**src/design/sdpd_pkg.sv**
```systemverilog
`timescale 1ns / 1ps
// ----------------------------------------------------------------------------
// sdpd_pkg
// shared types and constants for the switch debounce and position decoder
// ----------------------------------------------------------------------------
package sdpd_pkg;

  localparam int unsigned NumEvents = 3;

  localparam logic [15:0] DebounceResetMs = 16'd30;

  // contact groups
  localparam logic [7:0] PitotMask = 8'h03;
  localparam logic [7:0] RgenMask  = 8'h0C;
  localparam logic [7:0] LgenMask  = 8'h30;

  // contact bit positions (active low)
  localparam int unsigned PitotOffBit = 0;  // 0x01
  localparam int unsigned PitotOnBit  = 1;  // 0x02
  localparam int unsigned RgenOnBit   = 2;  // 0x04
  localparam int unsigned RgenExtBit  = 3;  // 0x08
  localparam int unsigned LgenOnBit   = 4;  // 0x10
  localparam int unsigned LgenExtBit  = 5;  // 0x20

  // switch identifiers, also the event slot order
  localparam logic [1:0] SwPitot = 2'd0;
  localparam logic [1:0] SwRgen  = 2'd1;
  localparam logic [1:0] SwLgen  = 2'd2;

  // positions
  localparam logic [1:0] PosPitotOff = 2'd0;
  localparam logic [1:0] PosPitotOn  = 2'd1;
  localparam logic [1:0] PosGenOn    = 2'd0;
  localparam logic [1:0] PosGenMid   = 2'd1;
  localparam logic [1:0] PosGenExt   = 2'd2;

  typedef struct packed {
    logic [7:0]  sample;
    logic [31:0] now_ms;
  } in_t;

  typedef struct packed {
    logic [1:0] switch_id;
    logic [1:0] position;
    logic       last;
  } out_t;

  // events caused by one poll, one slot per switch
  typedef struct packed {
    logic [NumEvents-1:0]       mask;
    logic [NumEvents-1:0][1:0]  pos;
  } ev_batch_t;

  function automatic logic [1:0] gen_position(input logic on_n, input logic ext_n);
    logic [1:0] p;
    if (!on_n) begin
      p = PosGenOn;
    end else if (!ext_n) begin
      p = PosGenExt;
    end else begin
      p = PosGenMid;
    end
    return p;
  endfunction

endpackage

```
**src/design/sdpd_debounce.sv**
```systemverilog
`timescale 1ns / 1ps
// ----------------------------------------------------------------------------
// sdpd_debounce
// debounce state and position decode for one poll per cycle while step_i is high
// ----------------------------------------------------------------------------
module sdpd_debounce (
  input  logic               clk_i,
  input  logic               rst_ni,
  input  logic               step_i,
  input  sdpd_pkg::in_t      poll_i,
  input  logic [15:0]        debounce_ms_i,
  output sdpd_pkg::ev_batch_t batch_o
);
  import sdpd_pkg::*;

  logic [7:0]  pending_q, pending_d;
  logic [7:0]  stable_q, stable_d;
  logic [31:0] change_q, change_d;
  logic [31:0] elapsed;
  logic        fire;
  logic [7:0]  changed;
  logic [7:0]  s;

  always_comb begin
    if (poll_i.sample != pending_q) begin
      pending_d = poll_i.sample;
      change_d  = poll_i.now_ms;
    end else begin
      pending_d = pending_q;
      change_d  = change_q;
    end
    elapsed  = poll_i.now_ms - change_d;
    fire     = (elapsed >= {16'd0, debounce_ms_i}) && (pending_d != stable_q);
    stable_d = fire ? pending_d : stable_q;
    changed  = fire ? (pending_d ^ stable_q) : 8'd0;
    s        = pending_d;

    // pitot: off wins, neither contact gives nothing
    batch_o.mask[SwPitot] = ((changed & PitotMask) != 8'd0) &&
                            (!s[PitotOffBit] || !s[PitotOnBit]);
    batch_o.pos[SwPitot]  = !s[PitotOffBit] ? PosPitotOff : PosPitotOn;
    batch_o.mask[SwRgen]  = (changed & RgenMask) != 8'd0;
    batch_o.pos[SwRgen]   = gen_position(s[RgenOnBit], s[RgenExtBit]);
    batch_o.mask[SwLgen]  = (changed & LgenMask) != 8'd0;
    batch_o.pos[SwLgen]   = gen_position(s[LgenOnBit], s[LgenExtBit]);
  end

  always_ff @(posedge clk_i or negedge rst_ni) begin
    if (!rst_ni) begin
      pending_q <= '0;
      stable_q  <= '0;
      change_q  <= '0;
    end else if (step_i) begin
      pending_q <= pending_d;
      stable_q  <= stable_d;
      change_q  <= change_d;
    end
  end

endmodule

```
**src/design/sdpd_evbuf.sv**
```systemverilog
`timescale 1ns / 1ps
// ----------------------------------------------------------------------------
// sdpd_evbuf
// holds the events of one poll and sends them out one per transfer
// ----------------------------------------------------------------------------
module sdpd_evbuf (
  input  logic                clk_i,
  input  logic                rst_ni,
  input  logic                load_i,
  input  sdpd_pkg::ev_batch_t batch_i,
  output logic                free_o,
  output logic                out_valid_o,
  input  logic                out_ready_i,
  output sdpd_pkg::out_t      out_data_o
);
  import sdpd_pkg::*;

  logic [NumEvents-1:0]      mask_q, mask_d;
  logic [NumEvents-1:0][1:0] pos_q;
  logic [NumEvents-1:0]      rest;
  logic [1:0]                head;

  assign rest        = mask_q & (mask_q - NumEvents'(1));
  assign out_valid_o = mask_q != '0;
  assign free_o      = (mask_q == '0) || ((rest == '0) && out_ready_i);

  always_comb begin
    priority if (mask_q[SwPitot]) begin
      head = SwPitot;
    end else if (mask_q[SwRgen]) begin
      head = SwRgen;
    end else begin
      head = SwLgen;
    end
    out_data_o.switch_id = head;
    out_data_o.position  = pos_q[head];
    out_data_o.last      = rest == '0;
  end

  always_comb begin
    priority if (load_i) begin
      mask_d = batch_i.mask;
    end else if (out_valid_o && out_ready_i) begin
      mask_d = rest;
    end else begin
      mask_d = mask_q;
    end
  end

  always_ff @(posedge clk_i or negedge rst_ni) begin
    if (!rst_ni) begin
      mask_q <= '0;
    end else begin
      mask_q <= mask_d;
    end
  end

  always_ff @(posedge clk_i) begin
    if (load_i) begin
      pos_q <= batch_i.pos;
    end
  end

endmodule

```
**src/design/switch_debounce_position_decoder_core.sv**
```systemverilog
`timescale 1ns / 1ps
// ----------------------------------------------------------------------------
// switch_debounce_position_decoder_core
// time-based debouncer for eight active-low contacts with position events
// ----------------------------------------------------------------------------
// usage
//   in channel (in_valid_i / in_ready_o / in_data_i): one poll per transfer,
//   an 8-bit contact sample and a free-running millisecond timestamp
//   out channel (out_valid_o / out_ready_i / out_data_o): zero to three
//   position events per poll, pitot heat first, then right and left
//   generator; last marks the final event of a poll
//   cfg_we_i / cfg_data_i: debounce time in ms, written while idle
// timing
//   a poll is held in the input register until the event buffer is free,
//   then is decoded and its events loaded into the buffer, which drives
//   the out channel; the buffer sends one event per cycle while
//   out_ready_i is high and loads the next poll as its last event leaves;
//   event-free polls go one per cycle
// reset
//   debounce time 30 ms, pending, stable and change time all zero,
//   no buffered poll or event
// stall
//   with out_ready_i low the events wait in the buffer; one more poll is
//   held in the input register, after which in_ready_o drops
// ----------------------------------------------------------------------------
module switch_debounce_position_decoder_core (
  input  logic           clk_i,
  input  logic           rst_ni,
  input  logic           in_valid_i,
  output logic           in_ready_o,
  input  sdpd_pkg::in_t  in_data_i,
  output logic           out_valid_o,
  input  logic           out_ready_i,
  output sdpd_pkg::out_t out_data_o,
  input  logic           cfg_we_i,
  input  logic [15:0]    cfg_data_i
);
  import sdpd_pkg::*;

  // configuration register
  logic [15:0] debounce_q;

  // input register
  logic        in_valid_q;
  in_t         in_data_q;

  ev_batch_t   batch;
  logic        buf_free;
  logic        step;

  // a held poll is decoded as soon as the event buffer can take its events
  assign step       = in_valid_q && buf_free;
  assign in_ready_o = !in_valid_q || step;

  always_ff @(posedge clk_i or negedge rst_ni) begin
    if (!rst_ni) begin
      debounce_q <= DebounceResetMs;
    end else if (cfg_we_i) begin
      debounce_q <= cfg_data_i;
    end
  end

  always_ff @(posedge clk_i or negedge rst_ni) begin
    if (!rst_ni) begin
      in_valid_q <= 1'b0;
    end else if (in_ready_o) begin
      in_valid_q <= in_valid_i;
    end
  end

  // payload needs no reset
  always_ff @(posedge clk_i) begin
    if (in_ready_o && in_valid_i) begin
      in_data_q <= in_data_i;
    end
  end

  // state update and event decode for the held poll
  sdpd_debounce u_debounce (
    .clk_i         (clk_i),
    .rst_ni        (rst_ni),
    .step_i        (step),
    .poll_i        (in_data_q),
    .debounce_ms_i (debounce_q),
    .batch_o       (batch)
  );

  // event buffer, doubles as the output register
  sdpd_evbuf u_evbuf (
    .clk_i       (clk_i),
    .rst_ni      (rst_ni),
    .load_i      (step),
    .batch_i     (batch),
    .free_o      (buf_free),
    .out_valid_o (out_valid_o),
    .out_ready_i (out_ready_i),
    .out_data_o  (out_data_o)
  );

endmodule
```
**config.mk**
```make
export PLATFORM = sky130hd
export DESIGN_NAME = switch_debounce_position_decoder_core
export DESIGN_NICKNAME = d
export VERILOG_FILES = /design/src/design/sdpd_pkg.sv /design/src/design/sdpd_debounce.sv /design/src/design/sdpd_evbuf.sv /design/src/design/switch_debounce_position_decoder_core.sv
export SDC_FILE = /design/constraint.sdc
export NUM_CORES = 1
export LEC_CHECK = 0
export ABC_AREA = 1
export BUFFER_PORTS_ARGS = -buffer_cell sky130_fd_sc_hd__buf_2
export CORE_MARGIN = 8
export CORE_UTILIZATION = 45
export DETAILED_ROUTE_END_ITERATION = 6
export SYNTH_ARGS = -nofsm -noshare
export SYNTH_HDL_FRONTEND = slang
export SYNTH_SLANG_ARGS = --single-unit
```
**constraint.sdc**
```tcl
create_clock -name clk_i -period 10.2 [get_ports clk_i]
set_clock_uncertainty 0.15 [all_clocks]
set_input_delay 2.04 -clock clk_i [delete_from_list [all_inputs] [get_ports clk_i]]
set_output_delay 2.04 -clock clk_i [all_outputs]
set_load 0.01 [all_outputs]
```
==> results of run 1 <==
[logic make-up (layout without fill, tap and decap cells)]
logic type	after synthesis	count (layout)	synth area share, %
buf+inv	146	232	8.11
compound gates	178	178	14.1
fa+ha+maj	45	45	8.16
mux	1	1	0.161
flops	113	113	43.7
simple gates	379	379	23.0
xor+xnor	22	22	2.76
[final cells by class]
class                   instances  area share [%]
clock buffers                  25            6.90
well taps                     188            2.90
clock inverters                 7           0.478
inverters                     128            5.91
multi-input cells             625            41.6
flip-flops and latches        113            37.6
repair buffers                 72            4.59
[state kept, by name, indices dropped and copies added, names as in the netlist]
signal and cells:
in_data_q 40, u_debounce.change_q 32, debounce_q 16, u_debounce.pending_q 8, u_debounce.stable_q 8, u_evbuf.pos_q 5
u_evbuf.mask_q 3, in_valid_q 1
[path summary, 6_finish.rpt]
check,endpoint,depth (start not counted),slack [ns]
min in group asynchronous,u_debounce.change_q[3],2,1.66
worst max-delay path,u_debounce.stable_q[7],35,4.46
worst min-delay path,u_debounce.change_q[4],2,0.33
worst max register to register,u_debounce.stable_q[7],35,4.46
worst min register to register,u_debounce.change_q[4],2,0.33
max in group asynchronous,u_debounce.change_q[5],2,7.59
[power by group through the flow]
stage,logic (mW),clock network (mW),registers (mW)
floorplan,0.843,0,0.724
global placement,1.07,0,0.745
finish,1.08,0.581,0.741
CTS,1.09,0.597,0.741
detailed placement,1.09,0,0.745
global route,1.26,0.618,0.761
[placed cells by master (no fill, tap or decap), drive strengths merged, types with 2 or more instances in the layout]
cell type  count
a211oi         5
a21o           2
a21oi         41
a31oi          2
buf           72
clkbuf        25
clkinv         6
dfrtp         64
dfstp          4
edfxtp        45
ha            44
inv          128
nand2        260
nand3         24
nand3b         5
nand4          7
nor2          69
nor3           9
nor3b          2
o2111ai        2
o211ai         4
o21a           2
o21ai        117
xnor2         10
xor2          12
[routing by layer]
layer  vias to the layer above  part of all wire [%]  track usage (%)
met5                         -                     0                0
met4                         0                   1.0             5.15
met3                        11                   3.6             4.42
met2                       103                    43             24.5
met1                      2548                    52             22.9
li1                       3023                     -                -
[stage by stage]
stage,util (%),setup WS [ns],cells,area [um2]
after floorplan,-,5.40,884,6990
after CTS,53.4,4.40,1158,8120
final,53.4,4.46,1158,8120
after global routing,53.4,3.72,1158,8120
after global placement,49.5,4.64,1126,7520
after detailed placement,49.5,4.41,1126,7520
[synth_stat cells (2+ instances only)]
| master | number | area (um2) |
|---|---|---|
| inv_1 | 118 | 443 |
| a21oi_1 | 41 | 205 |
| nand2_1 | 247 | 927 |
| o21ai_0 | 104 | 521 |
| nand3_1 | 21 | 105 |
| nor3b_1 | 2 | 15.0 |
| xnor2_1 | 10 | 87.6 |
| a211oi_1 | 5 | 37.5 |
| dfstp_2 | 4 | 105 |
| nand3_2 | 2 | 20.0 |
| a31oi_1 | 2 | 12.5 |
| o21ai_2 | 6 | 52.6 |
| o2111ai_1 | 2 | 17.5 |
| nand3b_1 | 5 | 37.5 |
| xor2_1 | 12 | 105 |
| nor2_2 | 4 | 25.0 |
| inv_2 | 9 | 33.8 |
| nor2_1 | 63 | 236 |
| o211ai_2 | 3 | 37.5 |
| nor3_1 | 9 | 45.0 |
| o21ai_1 | 7 | 35.0 |
| nand4_1 | 7 | 43.8 |
| ha_1 | 44 | 551 |
| nand2_2 | 12 | 75.1 |
| clkbuf_1 | 16 | 60.1 |
| a21o_1 | 2 | 15.0 |
| edfxtp_1 | 45 | 1350 |
| dfrtp_1 | 64 | 1600 |
| o21a_1 | 2 | 15.0 |
[tightest hold or removal path, stage by stage (launching register included)]
cell and delay, ns:
dfrtp_1 0.33, nand2_1 0.05, o21ai_0 0.06
==> impl_metrics.csv, run 1 <==
group,metric,value,unit
sta,setup_viol,0,
clocking,cts_setup_buffers,0,
detailed_routing,via_count,5685,
clocking,clk_latency,0.42,ns
floorplan,ioPinCount,68,
synthesis,ys_warn_count,0,
clocking,path_clk_slew,0.05,ns
clocking,cts_resized,0,
detailed_routing,firstDrtPassIters,4,
clocking,htree_levels,4,
pwr,power_switching,0.987,mW
critical_path,crit_start,"in_data_q[32]",
synthesis,synthFlopType,"dfrtp_1",
critical_path,crit_fanout,28,
pwr,swShare,41.0,%
sta,final.min_clock_period,5.74,ns
synthesis,syn_nets,990,
clocking,clkSinkCount,113,
sta,finalHoldViolations,0,
sta,timing.hold.ws,0.329,ns
pwr,p_seq_share,30.8,%
run_status,status,"completed",
detailed_routing,avgViaCountPerCell,4.91,
hold_path,hold_path.startpoint,"u_debounce.change_q[4]",
synthesis,ys_ff_latch,113,
global_route,grt_overflow,0,
global_route,antenna_found_initial,0,
floorplan,start_util,46.0,%
clocking,cts_buffers,17,
global_route,grt_max_degree,69,
sta,fin_setup_tns,0,ns
detailed_routing,drt_wl_total,15300,um
floorplan,die_x,141,um
clocking,cts_tree,"yes",
clocking,hold_buffers,0,
pwr,p_comb_share,45.0,%
synthesis,synth_edf_count,45,
synthesis,synth.distinct_cells,45,
sta,max_freq,174,MHz
finish,multi_input_area,3380,um2
clocking,ctsLongestPathBuffers,2,
critical_path,path_delay_family,"simple AND/OR/NAND/NOR gates",
floorplan,coreArea,15200,um2
sta,rsz0062_at_grt,"no",
detailed_routing,drtAntennaViolNets,0,
finish,diodes,0,
detailed_routing,drc_errors,0,
global_route,grt_pass1_wl,26100,um
critical_path,endpoint_kind,"register",
synthesis,netlist_instances,884,
sta,worst_slew_pin_slew,0.928,ns
critical_path,path_class,"reg2reg",
sta,maxSlewViolCount,0,
critical_path,max_stage_delay,0.57,ns
synthesis,synthArstFlopShare,60.2,%
hold_path,hp-class,"reg2reg",
placed_design,dp_hpwl,11700,um
clocking,cts_root_buffer,"clkbuf_16",
pwr,peakVddDrop,0.184,mV
pwr,p_total,2.41,mW
critical_path,r2r_start,"in_data_q[32]",
floorplan,rows,45,
global_route,grt_pass1_vias,5358,
global_route,grt_use_total,16.5,%
pwr,leakagePower,4.05,nW
floorplan,dieArea,19800,um2
finish,area_growth,16.2,%
sta,slew_headroom,38.1,%
critical_path,crit_path_top_delay_cell,"clkinv_1",
floorplan,die_y,141,um
finish,drive_gt1_share,15.4,%
sta,period_share,56.3,%
placed_design,port_buffers,67,
critical_path,path_common_cell,"nand2_1",
pwr,powerDensity,296,nW/um2
pwr,p_int,1.42,mW
finish,seq_area,3060,um2
critical_path,timing.critical_path.buf_inv,4,
run,maxCapViolations,0,
critical_path,cp-start-kind,"register",
synthesis,ys_seq_area_share,43.7,%
placed_design,place_congestion,0.918,
synthesis,syn-cell-area,6990,um2
detailed_routing,post_drt_wl_per_cell,13.2,um
critical_path,cp.required,10.39,ns
finish,nets,1063,
pwr,p_clk_share,24.2,%
synthesis,synth_area_per_cell,7.91,um2
detailed_routing,first_iter_violations,299,
critical_path,crit_arrival,5.93,ns
finish,fill_cells,1439,
Note: power is estimated with default switching activity, not from simulation.
==> run 2: changes to the inputs <==
==> constraint.sdc (replaced) <==
create_clock -name clk_i -period 5.9 [get_ports clk_i]
set_clock_uncertainty 0.15 [all_clocks]
set_input_delay 1.18 -clock clk_i [delete_from_list [all_inputs] [get_ports clk_i]]
set_output_delay 1.18 -clock clk_i [all_outputs]
set_load 0.01 [all_outputs]
==> run 2 against run 1 <==
  * Worst hold slack gained 0.0030 ns
  * Routed wire length grew 2.0%
  * Total power grew 74%
  * Sequential cell count is the same
  * Design area shrank 0.14%
  * Register-to-register slack lost 3.8 ns
  * Global-route usage grew 0.28 points
  * Utilization shrank 0.074 points
  * Critical path depth is the same
  * Setup slack lost 3.8 ns
==> impl_metrics.csv, run 2 (synthesis results as in run 1) <==
group,metric,value,unit
detailed_routing,first_iter_violations,370,
sta,max_freq,192,MHz
sta,final.min_clock_period,5.20,ns
critical_path,endpoint_kind,"register",
finish,layout_commonest_cell,"nand2_1",
critical_path,path_delay_family,"simple AND/OR/NAND/NOR gates",
sta,period_share,88.1,%
critical_path,crit_path_top_delay_cell,"edfxtp_1",
floorplan,start_util,46.0,%
sta,rsz0062_at_grt,"no",
global_route,grt_use_met2,25.1,%
global_route,grt_pass1_wl,26600,um
pwr,p_total,4.19,mW
critical_path,cp-start-kind,"register",
clocking,cts_resized,0,
clocking,ctsLongestPathBuffers,2,
floorplan,die_x,141,um
detailed_routing,drtAntennaViolNets,0,
clocking,path_clk_slew,0.06,ns
pwr,powerDensity,516,nW/um2
sta,maxSlewViolCount,0,
global_route,grt_overflow,0,
floorplan,rows,45,
global_route,grt.met1_usage,23.2,%
clocking,cts_root_buffer,"clkbuf_16",
detailed_routing,drt_wl_total,15600,um
critical_path,crit_arrival,5.38,ns
sta,slew_headroom,56.9,%
finish,regMostFlops,"in_data_q",
finish,nets,1063,
clocking,clk_latency,0.42,ns
detailed_routing,post_drt_wl_per_cell,13.5,um
detailed_routing,avgViaCountPerCell,4.92,
clocking,clkSinkCount,113,
critical_path,crit_fanout,43,
finish,drive_gt1_share,15.2,%
floorplan,dieArea,19800,um2
clocking,cts_buffers,17,
global_route,grt_max_degree,65,
finish,largest_register_ffs,40,
finish,area_growth,16.0,%
sta,worst_slew_pin_slew,0.646,ns
finish,utilization,53.4,%
detailed_routing,firstDrtPassIters,5,
run_status,status,"completed",
critical_path,max_stage_delay,0.47,ns
placed_design,dp_hpwl,11900,um
placed_design,placed_area,7520,um2
critical_path,path_class,"reg2reg",
finish,fin_area,8110,um2
placed_design,place_congestion,0.927,
sta,fin_setup_tns,0,ns
finish,reg.largest.list,"in_data_q: 40 flops, u_debounce.change_q: 32 flops, debounce_q: 16 flops",
clocking,cts_setup_buffers,0,
placed_design,place_ws,0.632,ns
global_route,grt_use_total,16.8,%
detailed_routing,drc_errors,0,
floorplan,coreArea,15200,um2
hold_path,hp-class,"reg2reg",
pwr,leakagePower,4.03,nW
sta,setup_viol,0,
clocking,hold_buffers,0,
critical_path,timing.critical_path.buf_inv,2,
sta,setup_slack,0.702,ns
finish,fill_cells,1493,
run,maxCapViolations,0,
critical_path,cp.required,6.08,ns
pwr,peakVddDrop,0.254,mV
sta,finalHoldViolations,0,
placed_design,port_buffers,67,
detailed_routing,via_count,5697,
floorplan,die_y,141,um
global_route,busiest_layer,"met2",
finish,layout_common_cells,"nand2_1, inv_1, o21ai_0",
global_route,antenna_found_initial,0,
clocking,htree_levels,4,
global_route,grt_use_met3,3.98,%
global_route,grt_pass1_vias,5490,
clocking,cts_tree,"yes",
floorplan,ioPinCount,68,
finish,diodes,0,
critical_path,path_common_cell,"nand2_1",
## run 2: report_power, final
part           internal (mW)  leakage, nW  switching, mW
combinational          0.679         2.50           1.20
sequential              1.12         1.25          0.161
clock                  0.670        0.284          0.354
total                   2.47         4.03           1.72
## run 2: final cells by class
| cell class | instances | area (um2) | share of cell area [%] |
|---|---|---|---|
| clock buffers | 21 | 450 | 5.55 |
| clock inverters | 11 | 138 | 1.70 |
| inverters | 128 | 480 | 5.92 |
| multi-input cells | 625 | 3380 | 41.6 |
| flip-flops and latches | 113 | 3060 | 37.7 |
| well taps | 188 | 235 | 2.90 |
| repair buffers | 72 | 373 | 4.60 |
## run 2: per-stage QoR
stage,cells,hold slack [ns]
after global placement,1126,0.313
final,1158,0.332
after CTS,1158,0.336
after floorplan,884,0.298
after detailed placement,1126,0.322
after global routing,1158,0.355
## run 2: final timing paths
path	cells after the start	slack [ns]	to	start
worst max-delay path	35	0.70	u_debounce.stable_q[0]	in_data_q[34]
worst min-delay path	2	0.33	u_debounce.change_q[14]	u_debounce.change_q[14]
worst max register to register	35	0.70	u_debounce.stable_q[0]	in_data_q[34]
worst min register to register	2	0.33	u_debounce.change_q[14]	u_debounce.change_q[14]
max in group asynchronous	2	3.97	u_debounce.pending_q[6]	rst_ni
min in group asynchronous	1	0.64	u_debounce.change_q[3]	rst_ni
## run 2: worst reg2reg max path: cells and delay by family (launching register included)
kind                       cells  cell delay (ns)
AOI/OAI and AO/OA              5             0.73
xor gates and xnor gates       1             0.15
adders and majority gates      2             0.60
buffers and inverters          2             0.57
DFF                            1             0.47
and+or+nand+nor               25             2.45
## run 2: routing by layer
layer  vias to the layer above  wire (um)
met4                         0        138
met1                      2559       8050
met3                         9        513
li1                       3029          -
met5                         -          0
met2                       100       6880
